`src/rtl/tcnd_pkg.sv`:
```
package tcnd_pkg;

  // default geometry
  localparam int TAPS_DEF  = 24;
  localparam int NOTES_DEF = 7;

  // field widths fixed by the interface
  localparam int SAMPLE_W = 8;
  localparam int COEF_W   = 8;
  localparam int SCORE_W  = 20;
  localparam int NOTE_W   = 3;
  localparam int LED_W    = 6;
  localparam int SEL_W    = 3;
  localparam int TAP_W    = 5;

  // configuration port
  localparam int PADDR_W = 3;
  localparam int PDATA_W = 32;
  localparam logic REG_THRESHOLD = 1'b0;
  localparam logic REG_OFFSET    = 1'b1;

  // register reset values
  localparam int THRESHOLD_RESET = 10000;
  localparam int OFFSET_RESET    = 114;

  // score saturation limits
  localparam int SCORE_MAX = 524287;
  localparam int SCORE_MIN = -524288;

  // item kinds
  localparam logic FUNC_SAMPLE = 1'b0;
  localparam logic FUNC_LOAD   = 1'b1;

  // led codes for the first three notes
  localparam logic [LED_W-1:0] LED_A    = 6'h20;
  localparam logic [LED_W-1:0] LED_B    = 6'h10;
  localparam logic [LED_W-1:0] LED_C    = 6'h08;
  localparam logic [LED_W-1:0] LED_NONE = 6'h00;

  typedef enum logic [2:0] {
    ST_IDLE,
    ST_TPL_RD,
    ST_TPL_WR,
    ST_SAMPLE_WR,
    ST_MAC,
    ST_PICK,
    ST_OUT
  } state_t;

  function automatic logic [LED_W-1:0] led_code(input int unsigned k);
    logic [LED_W-1:0] led;
    unique case (k)
      0:       led = LED_A;
      1:       led = LED_B;
      2:       led = LED_C;
      default: led = LED_NONE;
    endcase
    return led;
  endfunction

endpackage

```
`src/rtl/tcnd_ram.sv`:
```
module tcnd_ram #(
  parameter int WIDTH = 8,
  parameter int DEPTH = 24
) (
  input  logic                     clk,
  input  logic                     we,
  input  logic [$clog2(DEPTH)-1:0] waddr,
  input  logic [WIDTH-1:0]         wdata,
  input  logic [$clog2(DEPTH)-1:0] raddr,
  output logic [WIDTH-1:0]         rdata
);

  logic [WIDTH-1:0] mem [DEPTH];

  // one write port, one registered read port
  always_ff @(posedge clk) begin
    if (we) begin
      mem[waddr] <= wdata;
    end
    rdata <= mem[raddr];
  end

endmodule

```
`src/rtl/template_correlation_note_detector_top.sv`:
```
// Template correlation note detector. Each sample transfer (func 0) subtracts the
// offset register from the raw reading, stores the wrapped signed byte in a
// TAPS-entry ring memory and correlates the ring against NOTES templates held in a
// second memory, one row per tap with all notes side by side, so NOTES multiply-adds
// run in parallel and one tap is consumed per cycle. A sample is taken in the idle
// state, then passes through one ring write, TAPS reads plus the read latency of the
// ring and template memories, a winner search over the notes one at a time, and the
// load of the result register, which waits while an earlier result is still stalled.
// A template load transfer (func 1) is a read-modify-write of one template row; it
// gives no result. Both memories read as zero after reset through per-row valid
// flags, so no clearing pass is needed. Only one item is in flight; a finished result
// waits in the output register while the next input is taken.
module template_correlation_note_detector_top #(
  parameter int TAPS  = tcnd_pkg::TAPS_DEF,
  parameter int NOTES = tcnd_pkg::NOTES_DEF
) (
  input  logic                           clk,
  input  logic                           rst,
  // input channel
  input  logic                           in_valid,
  output logic                           in_stall,
  input  logic                           func,
  input  logic [tcnd_pkg::SAMPLE_W-1:0]  raw_sample,
  input  logic [tcnd_pkg::SEL_W-1:0]     template_select,
  input  logic [tcnd_pkg::TAP_W-1:0]     tap_select,
  input  logic signed [tcnd_pkg::COEF_W-1:0] coefficient,
  // result channel
  output logic                           out_valid,
  input  logic                           out_stall,
  output logic [tcnd_pkg::NOTE_W-1:0]    note,
  output logic signed [tcnd_pkg::SCORE_W-1:0] score,
  output logic [tcnd_pkg::LED_W-1:0]     led_pattern,
  // configuration port
  input  logic                           psel,
  input  logic                           penable,
  input  logic                           pwrite,
  input  logic [tcnd_pkg::PADDR_W-1:0]   paddr,
  input  logic [tcnd_pkg::PDATA_W-1:0]   pwdata,
  output logic [tcnd_pkg::PDATA_W-1:0]   prdata,
  output logic                           pready
);

  import tcnd_pkg::*;

  localparam int TA     = $clog2(TAPS);
  localparam int NW     = $clog2(NOTES);
  localparam int SUM_W  = TA + 2 * COEF_W;
  localparam int ACC_W  = (SUM_W > SCORE_W) ? SUM_W : SCORE_W;
  localparam int ROW_W  = NOTES * COEF_W;
  localparam logic [TA-1:0] LAST_SLOT = TA'(TAPS - 1);
  localparam logic [TA:0]   MAC_END   = (TA + 1)'(TAPS);
  localparam logic [NW-1:0] LAST_NOTE = NW'(NOTES - 1);
  localparam logic signed [ACC_W-1:0] SAT_MAX = ACC_W'(SCORE_MAX);
  localparam logic signed [ACC_W-1:0] SAT_MIN = ACC_W'(SCORE_MIN);

  // configuration registers
  logic signed [SCORE_W-1:0]  threshold;
  logic        [SAMPLE_W-1:0] sample_offset;

  // control and item registers
  state_t state, state_next;
  logic [TA-1:0]      newest;
  logic [TA-1:0]      rd_slot;
  logic [TA:0]        mac_cnt;
  logic               mac_live;
  logic               ring_ok;
  logic               tpl_ok;
  logic [TAPS-1:0]    ring_valid;
  logic [TAPS-1:0]    tpl_valid;
  logic [SAMPLE_W-1:0] sample_q;
  logic [TA-1:0]      tap_q;
  logic [SEL_W-1:0]   sel_q;
  logic signed [COEF_W-1:0] coef_q;
  logic signed [ACC_W-1:0] acc [NOTES];
  logic [NW-1:0]      pick_k;
  logic               have_later;
  logic signed [ACC_W-1:0] later_max;
  logic               found;
  logic [NW-1:0]      best_k;
  logic signed [ACC_W-1:0] best_sum;

  // memory ports
  logic               ring_we;
  logic [TA-1:0]      ring_raddr;
  logic [SAMPLE_W-1:0] ring_rdata;
  logic               tpl_we;
  logic [TA-1:0]      tpl_raddr;
  logic [ROW_W-1:0]   tpl_rdata;
  logic [ROW_W-1:0]   tpl_wdata;

  // control decodes
  logic in_take;
  logic load_ok;
  logic cfg_wr;
  logic mac_issue;
  logic out_free;
  logic signed [ACC_W-1:0] thr_ext;
  logic signed [ACC_W-1:0] cur_sum;
  logic win;
  logic signed [ACC_W-1:0] sat_sum;

  assign in_take  = in_valid && !in_stall;
  assign load_ok  = ({1'b0, template_select} < (SEL_W + 1)'(NOTES)) &&
                    ({1'b0, tap_select} < (TAP_W + 1)'(TAPS));
  assign cfg_wr   = psel && penable && pwrite && pready;
  assign out_free = !out_valid || !out_stall;
  assign thr_ext  = ACC_W'(threshold);
  assign cur_sum  = acc[pick_k];
  assign win      = (cur_sum > thr_ext) && (!have_later || (cur_sum > later_max));

  // configuration port
  assign pready = 1'b1;

  always_comb begin
    unique case (paddr[2])
      REG_THRESHOLD: prdata = PDATA_W'(threshold);
      REG_OFFSET:    prdata = PDATA_W'(sample_offset);
      default:       prdata = '0;
    endcase
  end

  always_ff @(posedge clk) begin
    if (rst) begin
      threshold     <= SCORE_W'(THRESHOLD_RESET);
      sample_offset <= SAMPLE_W'(OFFSET_RESET);
    end else if (cfg_wr) begin
      unique case (paddr[2])
        REG_THRESHOLD: threshold     <= pwdata[SCORE_W-1:0];
        REG_OFFSET:    sample_offset <= pwdata[SAMPLE_W-1:0];
        default:       ;
      endcase
    end
  end

  // sequencer next state
  always_comb begin
    state_next = state;
    unique case (state)
      ST_IDLE: begin
        if (in_valid) begin
          if (func == FUNC_SAMPLE) begin
            state_next = ST_SAMPLE_WR;
          end else if (load_ok) begin
            state_next = ST_TPL_RD;
          end
        end
      end
      ST_TPL_RD:    state_next = ST_TPL_WR;
      ST_TPL_WR:    state_next = ST_IDLE;
      ST_SAMPLE_WR: state_next = ST_MAC;
      ST_MAC: begin
        if (mac_cnt == MAC_END) begin
          state_next = ST_PICK;
        end
      end
      ST_PICK: begin
        if (pick_k == '0) begin
          state_next = ST_OUT;
        end
      end
      ST_OUT: begin
        if (out_free) begin
          state_next = ST_IDLE;
        end
      end
      default: state_next = ST_IDLE;
    endcase
  end

  // sequencer outputs
  always_comb begin
    in_stall   = 1'b1;
    ring_we    = 1'b0;
    tpl_we     = 1'b0;
    mac_issue  = 1'b0;
    ring_raddr = rd_slot;
    tpl_raddr  = mac_cnt[TA-1:0];
    unique case (state)
      ST_IDLE:      in_stall  = 1'b0;
      ST_TPL_RD:    tpl_raddr = tap_q;
      ST_TPL_WR:    tpl_we    = 1'b1;
      ST_SAMPLE_WR: ring_we   = 1'b1;
      ST_MAC:       mac_issue = (mac_cnt != MAC_END);
      ST_PICK:      ;
      ST_OUT:       ;
      default:      ;
    endcase
  end

  // template row merge: replace one note's lane of the row
  always_comb begin
    tpl_wdata = tpl_valid[tap_q] ? tpl_rdata : '0;
    for (int n = 0; n < NOTES; n++) begin
      if (sel_q == SEL_W'(n)) begin
        tpl_wdata[n*COEF_W +: COEF_W] = coef_q;
      end
    end
  end

  // sum saturated to the score range
  always_comb begin
    if (best_sum > SAT_MAX) begin
      sat_sum = SAT_MAX;
    end else if (best_sum < SAT_MIN) begin
      sat_sum = SAT_MIN;
    end else begin
      sat_sum = best_sum;
    end
  end

  // state and control registers
  always_ff @(posedge clk) begin
    if (rst) begin
      state      <= ST_IDLE;
      newest     <= LAST_SLOT;
      ring_valid <= '0;
      tpl_valid  <= '0;
      mac_live   <= 1'b0;
      out_valid  <= 1'b0;
    end else begin
      state    <= state_next;
      mac_live <= mac_issue;
      if (in_take && (func == FUNC_SAMPLE)) begin
        newest <= (newest == LAST_SLOT) ? '0 : newest + 1'b1;
      end
      if (ring_we) begin
        ring_valid[newest] <= 1'b1;
      end
      if (tpl_we) begin
        tpl_valid[tap_q] <= 1'b1;
      end
      if ((state == ST_OUT) && out_free) begin
        out_valid <= 1'b1;
      end else if (out_valid && !out_stall) begin
        out_valid <= 1'b0;
      end
    end
  end

  // item capture and datapath registers
  always_ff @(posedge clk) begin
    if (in_take) begin
      sample_q <= raw_sample - sample_offset;
      tap_q    <= TA'(tap_select);
      sel_q    <= template_select;
      coef_q   <= coefficient;
    end

    // start of correlation
    if (state == ST_SAMPLE_WR) begin
      rd_slot <= newest;
      mac_cnt <= '0;
      for (int n = 0; n < NOTES; n++) begin
        acc[n] <= '0;
      end
    end

    // tap reads, one per cycle, walking the ring from the newest slot
    if (mac_issue) begin
      rd_slot <= (rd_slot == LAST_SLOT) ? '0 : rd_slot + 1'b1;
      mac_cnt <= mac_cnt + 1'b1;
      ring_ok <= ring_valid[rd_slot];
      tpl_ok  <= tpl_valid[mac_cnt[TA-1:0]];
    end

    // one multiply-add per note on the data read last cycle
    if (mac_live) begin
      for (int n = 0; n < NOTES; n++) begin
        acc[n] <= acc[n] + ACC_W'(
          $signed(tpl_ok ? tpl_rdata[n*COEF_W +: COEF_W] : {COEF_W{1'b0}}) *
          $signed(ring_ok ? ring_rdata : {SAMPLE_W{1'b0}}));
      end
    end

    // winner search from the last note down to the first
    if ((state == ST_MAC) && (mac_cnt == MAC_END)) begin
      pick_k     <= LAST_NOTE;
      have_later <= 1'b0;
      found      <= 1'b0;
      best_k     <= '0;
      best_sum   <= '0;
    end
    if (state == ST_PICK) begin
      pick_k     <= pick_k - 1'b1;
      have_later <= 1'b1;
      if (!have_later || (cur_sum > later_max)) begin
        later_max <= cur_sum;
      end
      if (win) begin
        found    <= 1'b1;
        best_k   <= pick_k;
        best_sum <= cur_sum;
      end
    end

    // result register
    if ((state == ST_OUT) && out_free) begin
      if (found) begin
        note        <= NOTE_W'(best_k) + 1'b1;
        score       <= sat_sum[SCORE_W-1:0];
        led_pattern <= led_code(32'(best_k));
      end else begin
        note        <= '0;
        score       <= '0;
        led_pattern <= LED_NONE;
      end
    end
  end

  // sample ring memory
  tcnd_ram #(
    .WIDTH (SAMPLE_W),
    .DEPTH (TAPS)
  ) u_ring_ram (
    .clk   (clk),
    .we    (ring_we),
    .waddr (newest),
    .wdata (sample_q),
    .raddr (ring_raddr),
    .rdata (ring_rdata)
  );

  // template memory, one row per tap holding every note's coefficient
  tcnd_ram #(
    .WIDTH (ROW_W),
    .DEPTH (TAPS)
  ) u_tpl_ram (
    .clk   (clk),
    .we    (tpl_we),
    .waddr (tap_q),
    .wdata (tpl_wdata),
    .raddr (tpl_raddr),
    .rdata (tpl_rdata)
  );

endmodule
```
`config.mk`:
```
export PLATFORM = sky130hd
export DESIGN_NAME = template_correlation_note_detector_top
export DESIGN_NICKNAME = d
export VERILOG_FILES = /design/src/rtl/tcnd_pkg.sv /design/src/rtl/tcnd_ram.sv /design/src/rtl/template_correlation_note_detector_top.sv
export SDC_FILE = /design/constraint.sdc
export NUM_CORES = 2
export LEC_CHECK = 0
export ABC_AREA = 0
export BUFFER_PORTS_ARGS = -buffer_cell sky130_fd_sc_hd__buf_2
export CAP_MARGIN = 10
export CELL_PAD_IN_SITES_DETAIL_PLACEMENT = 2
export CELL_PAD_IN_SITES_GLOBAL_PLACEMENT = 2
export CORE_MARGIN = 5
export CORE_UTILIZATION = 40
export DETAILED_ROUTE_END_ITERATION = 12
export GPL_ROUTABILITY_DRIVEN = 0
export GPL_TIMING_DRIVEN = 0
export PLACE_DENSITY_LB_ADDON = 0.08
export SETUP_SLACK_MARGIN = 0.5
export SKIP_CTS_REPAIR_TIMING = 1
export SLEW_MARGIN = 10
export SYNTH_ARGS = -nofsm -noshare
export SYNTH_HDL_FRONTEND = slang
export SYNTH_SLANG_ARGS = --single-unit
```
`constraint.sdc`:
```
create_clock -name clk -period 8.01 [get_ports clk]
set_input_delay 2.0025 -clock clk [delete_from_list [all_inputs] [get_ports clk]]
set_output_delay 2.0025 -clock clk [all_outputs]
set_load 0.005 [all_outputs]
```
; ---- Word level (Yosys, flattened, before mapping)
; Memories as Yosys holds them, arrays and structs flattened. A register that Yosys moved wholly into a read port is not among the register bits.
; Index checks and enable logic that the tools add are counted.
[op_classes]
add_sub_neg = 13
n_mul = 7
n_lt_le_gt_ge = 12
eq_ne = 23
n_mux = 75
n_bitwise = 12
reduce_logical = 28
[op_table]
columns = op, n
row1 = two-way mux 21 bit, 10
row2 = adder 21 x 16 -> 21 bit, 7
row3 = two-way mux 8 bit, 15
row4 = multiplier 8 x 8 -> 16 bit, 7
row5 = one-hot mux 32 bit (2 select lines), 1
row6 = two-way mux 56 bit, 1
row7 = OR 24 bit, 2
row8 = two-way mux 3 bit, 12
row9 = two-way mux 5 bit, 5
row10 = < comparator 5 x 6 -> 1 bit (second input constant), 4
row11 = > comparator 21 x 20 -> 1 bit, 1
row12 = > comparator 21 x 20 -> 1 bit (second input constant), 1
row13 = > comparator 21 bit, 1
row14 = < comparator 21 x 20 -> 1 bit (second input constant), 1
row15 = two-way mux 1 bit, 20
row16 = two-way mux 20 bit, 1
row17 = two-way mux 19 bit, 1
row18 = == test 3 bit (second input constant), 6
row19 = one-hot mux 3 bit (6 select lines), 1
row20 = one-hot mux 6 bit (3 select lines), 1
row21 = binary-select mux 1 bit (select 5 bit), 3
row22 = == test 3 x 2 -> 1 bit (second input constant), 5
row23 = zero test 3 bit, 4
row24 = two-way mux 6 bit, 2
row25 = other kinds (25), 58
[totals]
ff_bits = 202
ram_bits = 1683
out_inout_bits = 64
wordCells = 199
memories = 3
[memory_table]
columns = memory, words, width, read_ports, rd_clocked_by_memory_dff, write_ports, line
row1 = u_tpl_ram.mem, 24, 56, 1, 1, 1, tcnd_ram.sv:13  ; logic [WIDTH-1:0] mem [DEPTH];
row2 = u_ring_ram.mem, 24, 8, 1, 1, 1, tcnd_ram.sv:13
row3 = acc, 7, 21, 8, 1, 7, template_correlation_note_detector_top.sv:74  ; logic signed [ACC_W-1:0] acc [NOTES];

; ---- Longest topological paths before layout
[logic_depth]
word_depth = 6
mapped_depth = 22

; ---- By module
; Synthesis repeated with hierarchy kept, for this count alone.
[unflattened]
hier_cells = 7318
area_unflattened_um2 = 102729.8
[by_module_without_submodules]
columns = mod, n_inst, cells_per_inst, area_each_um2, seq_area_each_um2
row1 = tcnd_ram at u_tpl_ram, 1, 2685, 53052.1, 41479.8
row2 = template_correlation_note_detector_top, 1, 4250, 41957.7, 9328.9
row3 = tcnd_ram at u_ring_ram, 1, 383, 7719.9, 5925.7

; ---- Worst setup path before layout
; OpenSTA, ideal clock, no wires.
[synth_path]
path_type = flip-flop to flip-flop
startpoint = register ring_ok
endpoint = memory acc[0][20] (netlist bit) (data pin)
t_arrival_ns = 6.354
setup_slack_ns = 1.401
stages_incl_launch_ff = 20
n_path_buf = 2
synth_period_minus_slack_ns = 6.609
cell_sequence = edfxtp_1 clkbuf_1 nand2_1 clkbuf_1 nor2_1 fa_1 fa_1 fa_1 inv_1 fa_1 inv_1 ha_1 ha_1 a21o_1 a2111oi_0 nor2_1 a211oi_1 a21oi_1 xnor2_1 and2_1
[synth_lines]
columns = item, line
row1 = start: declaration, template_correlation_note_detector_top.sv:66  ; logic ring_ok;
row2 = start signal: assignment, template_correlation_note_detector_top.sv:262  ; ring_ok <= ring_valid[rd_slot];
row3 = end: declaration, template_correlation_note_detector_top.sv:74

==> flow_summary.yaml <==
drt:
  post_drt_wl_per_cell_um: 32.41
  drt_iter0_markers: 5155
  drt_wl_total_mm: 347.7
  antenna_left: 0
  drc_errors: 0
  vias: 60553
  vias_per_cell: 5.645
  firstDrtPassIters: 6
sta:
  drv_slew: 0
  fin_skew_ps: 106.6
  rsz0062_at_grt: "yes"
  final-hold-violation-count: 0
  max_clock_freq_ghz: 0.1368
  period_minus_slack_ps: 7310
  final-setup-viol-count: 0
  hold_slack_ps: 457.9
  max_slew_margin_pct: 8.631
  worst_slew_pin_slew_ps: 1371
  min_period_over_period_pct: 91.26
worst_setup_path:
  critPathMaxFanout: 10
  r2r_end: "acc[6][15]$_SDFFCE_PP0P_"
  cp-startpoint: "ring_ok$_DFFE_PP_"
  end_kind: "register"
  critical_path_required_ps: 8560
  startpoint_type: "register"
  rrSetupSlack_ps: 700
  rr_worst_depth: 17
  worstSetupPathType: "register to register"
  r2r-start: "ring_ok$_DFFE_PP_"
  crit_end: "acc[6][15]$_SDFFCE_PP0P_"
  cp_data_arrival_time_ps: 7860
cells_and_area:
  final_nets: 8284
  drive_gt1_share_pct: 16.11
  area_growth_pct: 13.83
  final_cell_mix: "1,770 x edfxtp_1, 644 x fa_1, 635 x inv_1, 523 x nor2_1, 475 x nand2_1"
  finalNonFillerCells: 10727
  fin_area_um2: 115700
  postLayoutCoreUtil_pct: 45.66
  layout_commonest_cell: "edfxtp_1"
floorplan:
  die_h_um: 514.2
  core_area_um2: 253500
  dieArea_um2: 264400
  std_cell_rows: 185
  dieWidth_um: 514.2
  pin_count: 131
  initial_core_util_pct: 40.11
clock_network:
  cts_root_buf: "clkbuf_16"
  clk_latency_ps: 900
  cts_buffers: 220
  clock-sinks: 1949
  cts_tree: "yes"
  clkSlewWorstSetupHoldPaths_ps: 60
  clk_path_buf_depth: 4
  htreeDepth: 4
global_routing:
  grt_pass1_wl_mm: 502.2
  grtUsageMet3_pct: 3.878
  grt_pass1_vias: 68026
  groute.usage.overall_pct: 26.38
  grt_overflow: 0
  grt_max_degree: 49
  met2_usage_pct: 45.18
  use_met1_pct: 34.57
  grt_antenna_before_repair: 16
  top_usage_layer: "met2"
logic_synthesis:
  yosys_warnings: 0
  synth_cells: 6743
  seq_area_frac_synth_pct: 55.80
  avgSynthCellArea_um2: 15.08
  ys_types: 72
  synth_seq_cells: 1949
  synth-edff-count: 1770
  synth-main-ff-cell: "edfxtp_1"
  synth_area_um2: 101700
  async_reset_ff_share_pct: 0
outcome:
  status: "finished, final reports clean"
job:
  max_cap_violations: 0
placement:
  hpwl_mm: 254.9
  place_area_um2: 108600
  placed_cells: 10318
  io_buffers: 112
worst_hold_path:
  hold_class: "register to register"
pwr:
  peakVddDrop_mv: 0.2012
  powerDensity_nw_per_um2: 382.8
  p_leak_uw: 0.04379
  power.total_uw: 44310
sequential cells by signal, indices dropped and copies added, names as in the netlist, 5 cells and up, named ones only:
| signal | cells |
|---|---|
| mac_cnt | 6 |
| coef_q | 8 |
| later_max | 21 |
| acc | 147 |
| newest | 5 |
| u_ring_ram.rdata | 8 |
| ring_valid | 24 |
| tpl_valid | 24 |
| rd_slot | 5 |
| threshold | 20 |
| sample_q | 8 |
| u_ring_ram.mem | 192 |
| score | 20 |
| u_tpl_ram.rdata | 56 |
| u_tpl_ram.mem | 1344 |
| best_sum | 21 |
| tap_q | 5 |
| sample_offset | 8 |
cell usage after synthesis (all sizes together) (12+ instances only):
| library cell | n | area (um2) |
|---|---|---|
| o211ai | 20 | 150.1 |
| nand2b | 21 | 138.9 |
| nor2 | 562 | 2126 |
| o21a | 28 | 210.2 |
| edfxtp | 1770 | 53150 |
| nand2 | 477 | 1790 |
| and2 | 162 | 1013 |
| clkbuf | 164 | 615.6 |
| buf | 135 | 935.9 |
| xnor2 | 113 | 989.7 |
| fa | 645 | 12910 |
| inv | 635 | 2384 |
| or3 | 12 | 75.07 |
| xor2 | 40 | 350.3 |
| a32o | 56 | 560.5 |
| a22o | 56 | 490.5 |
| nand3 | 156 | 780.8 |
| a21o | 48 | 360.4 |
| mux2 | 25 | 281.5 |
| a21oi | 171 | 855.8 |
| o21ai | 93 | 465.5 |
| dfxtp | 179 | 3583 |
| nor2b | 13 | 81.33 |
| mux2i | 100 | 1013 |
| a211oi | 20 | 150.1 |
| ha | 398 | 4980 |
| a31oi | 70 | 437.9 |
| mux4 | 433 | 9752 |
| nor3 | 23 | 120.1 |
through the flow:
stage | setup slack (ps) | setup TNS, ps
after floorplan | 1401 | 0
after global placement | -2238 | -549620
after detailed placement | -720.1 | -2681
after CTS | -790.9 | -3043
after global routing | 424.4 | 0
final | 700.3 | 0
worst max-delay path: stages, from the launching register on:
cell and delay [ps]:
edfxtp_1 530, clkbuf_2 270, nand2_1 610, clkdlybuf4s15_1 920, nor2_1 160, fa_1 450, fa_1 480, fa_1 580
fa_1 430, fa_1 450, ha_1 360, a21oi_1 200, o22ai_1 140, o41ai_1 580, a21oi_1 210, a211oi_1 310
xor2_1 210, nor2_1 90
routing by layer:
| metal | wire [um] | up-vias |
|---|---|---|
| met5 | 0 | - |
| met4 | 13630 | 0 |
| met3 | 19020 | 470 |
| met2 | 172500 | 1795 |
| met1 | 142600 | 32968 |
| li1 | - | 25320 |
area by class of cell:
type,instances,area [um2]
flip-flops and latches,1949,56730
plain buffers,299,1628
clock inverters,93,885.9
multi-input cells,3862,41290
repair buffers,207,2490
fillers,24007,137700
well taps,3366,4212
inverters,635,2384
clock buffers,311,6098
diodes,5,12.51
how the worst min path moves through the flow:
stage / from / to / slack, ps / cells past startpoint
floorplan: have_later$_SDFFE_PP1P_ / have_later$_SDFFE_PP1P_ / 420 / 2
detailed placement: have_later$_SDFFE_PP1P_ / have_later$_SDFFE_PP1P_ / 450 / 2
global placement: have_later$_SDFFE_PP1P_ / have_later$_SDFFE_PP1P_ / 430 / 2
CTS: have_later$_SDFFE_PP1P_ / have_later$_SDFFE_PP1P_ / 460 / 2
global route: have_later$_SDFFE_PP1P_ / have_later$_SDFFE_PP1P_ / 480 / 2
finish: have_later$_SDFFE_PP1P_ / have_later$_SDFFE_PP1P_ / 460 / 2
logic make-up (layout without fill, tap and decap cells):
kind of cell	count (synthesis)	count (layout)	synth area share (%)
buf+inv	934	1545	3.870
other cells	2	9	0.007387
flops	1949	1949	55.80
xor+xnor	153	153	1.318
fa+ha+maj	1043	1043	17.60
compound gates	616	616	4.057
mux	558	558	10.87
simple gates	1488	1488	6.482
power by group:
part	switching [uW]	internal, uW	total [uW]
Sequential	1240	11900	13200
Combinational	12100	9030	21100
Clock	4220	5790	10000
No activity file was read; power rests on OpenSTA's default activity.
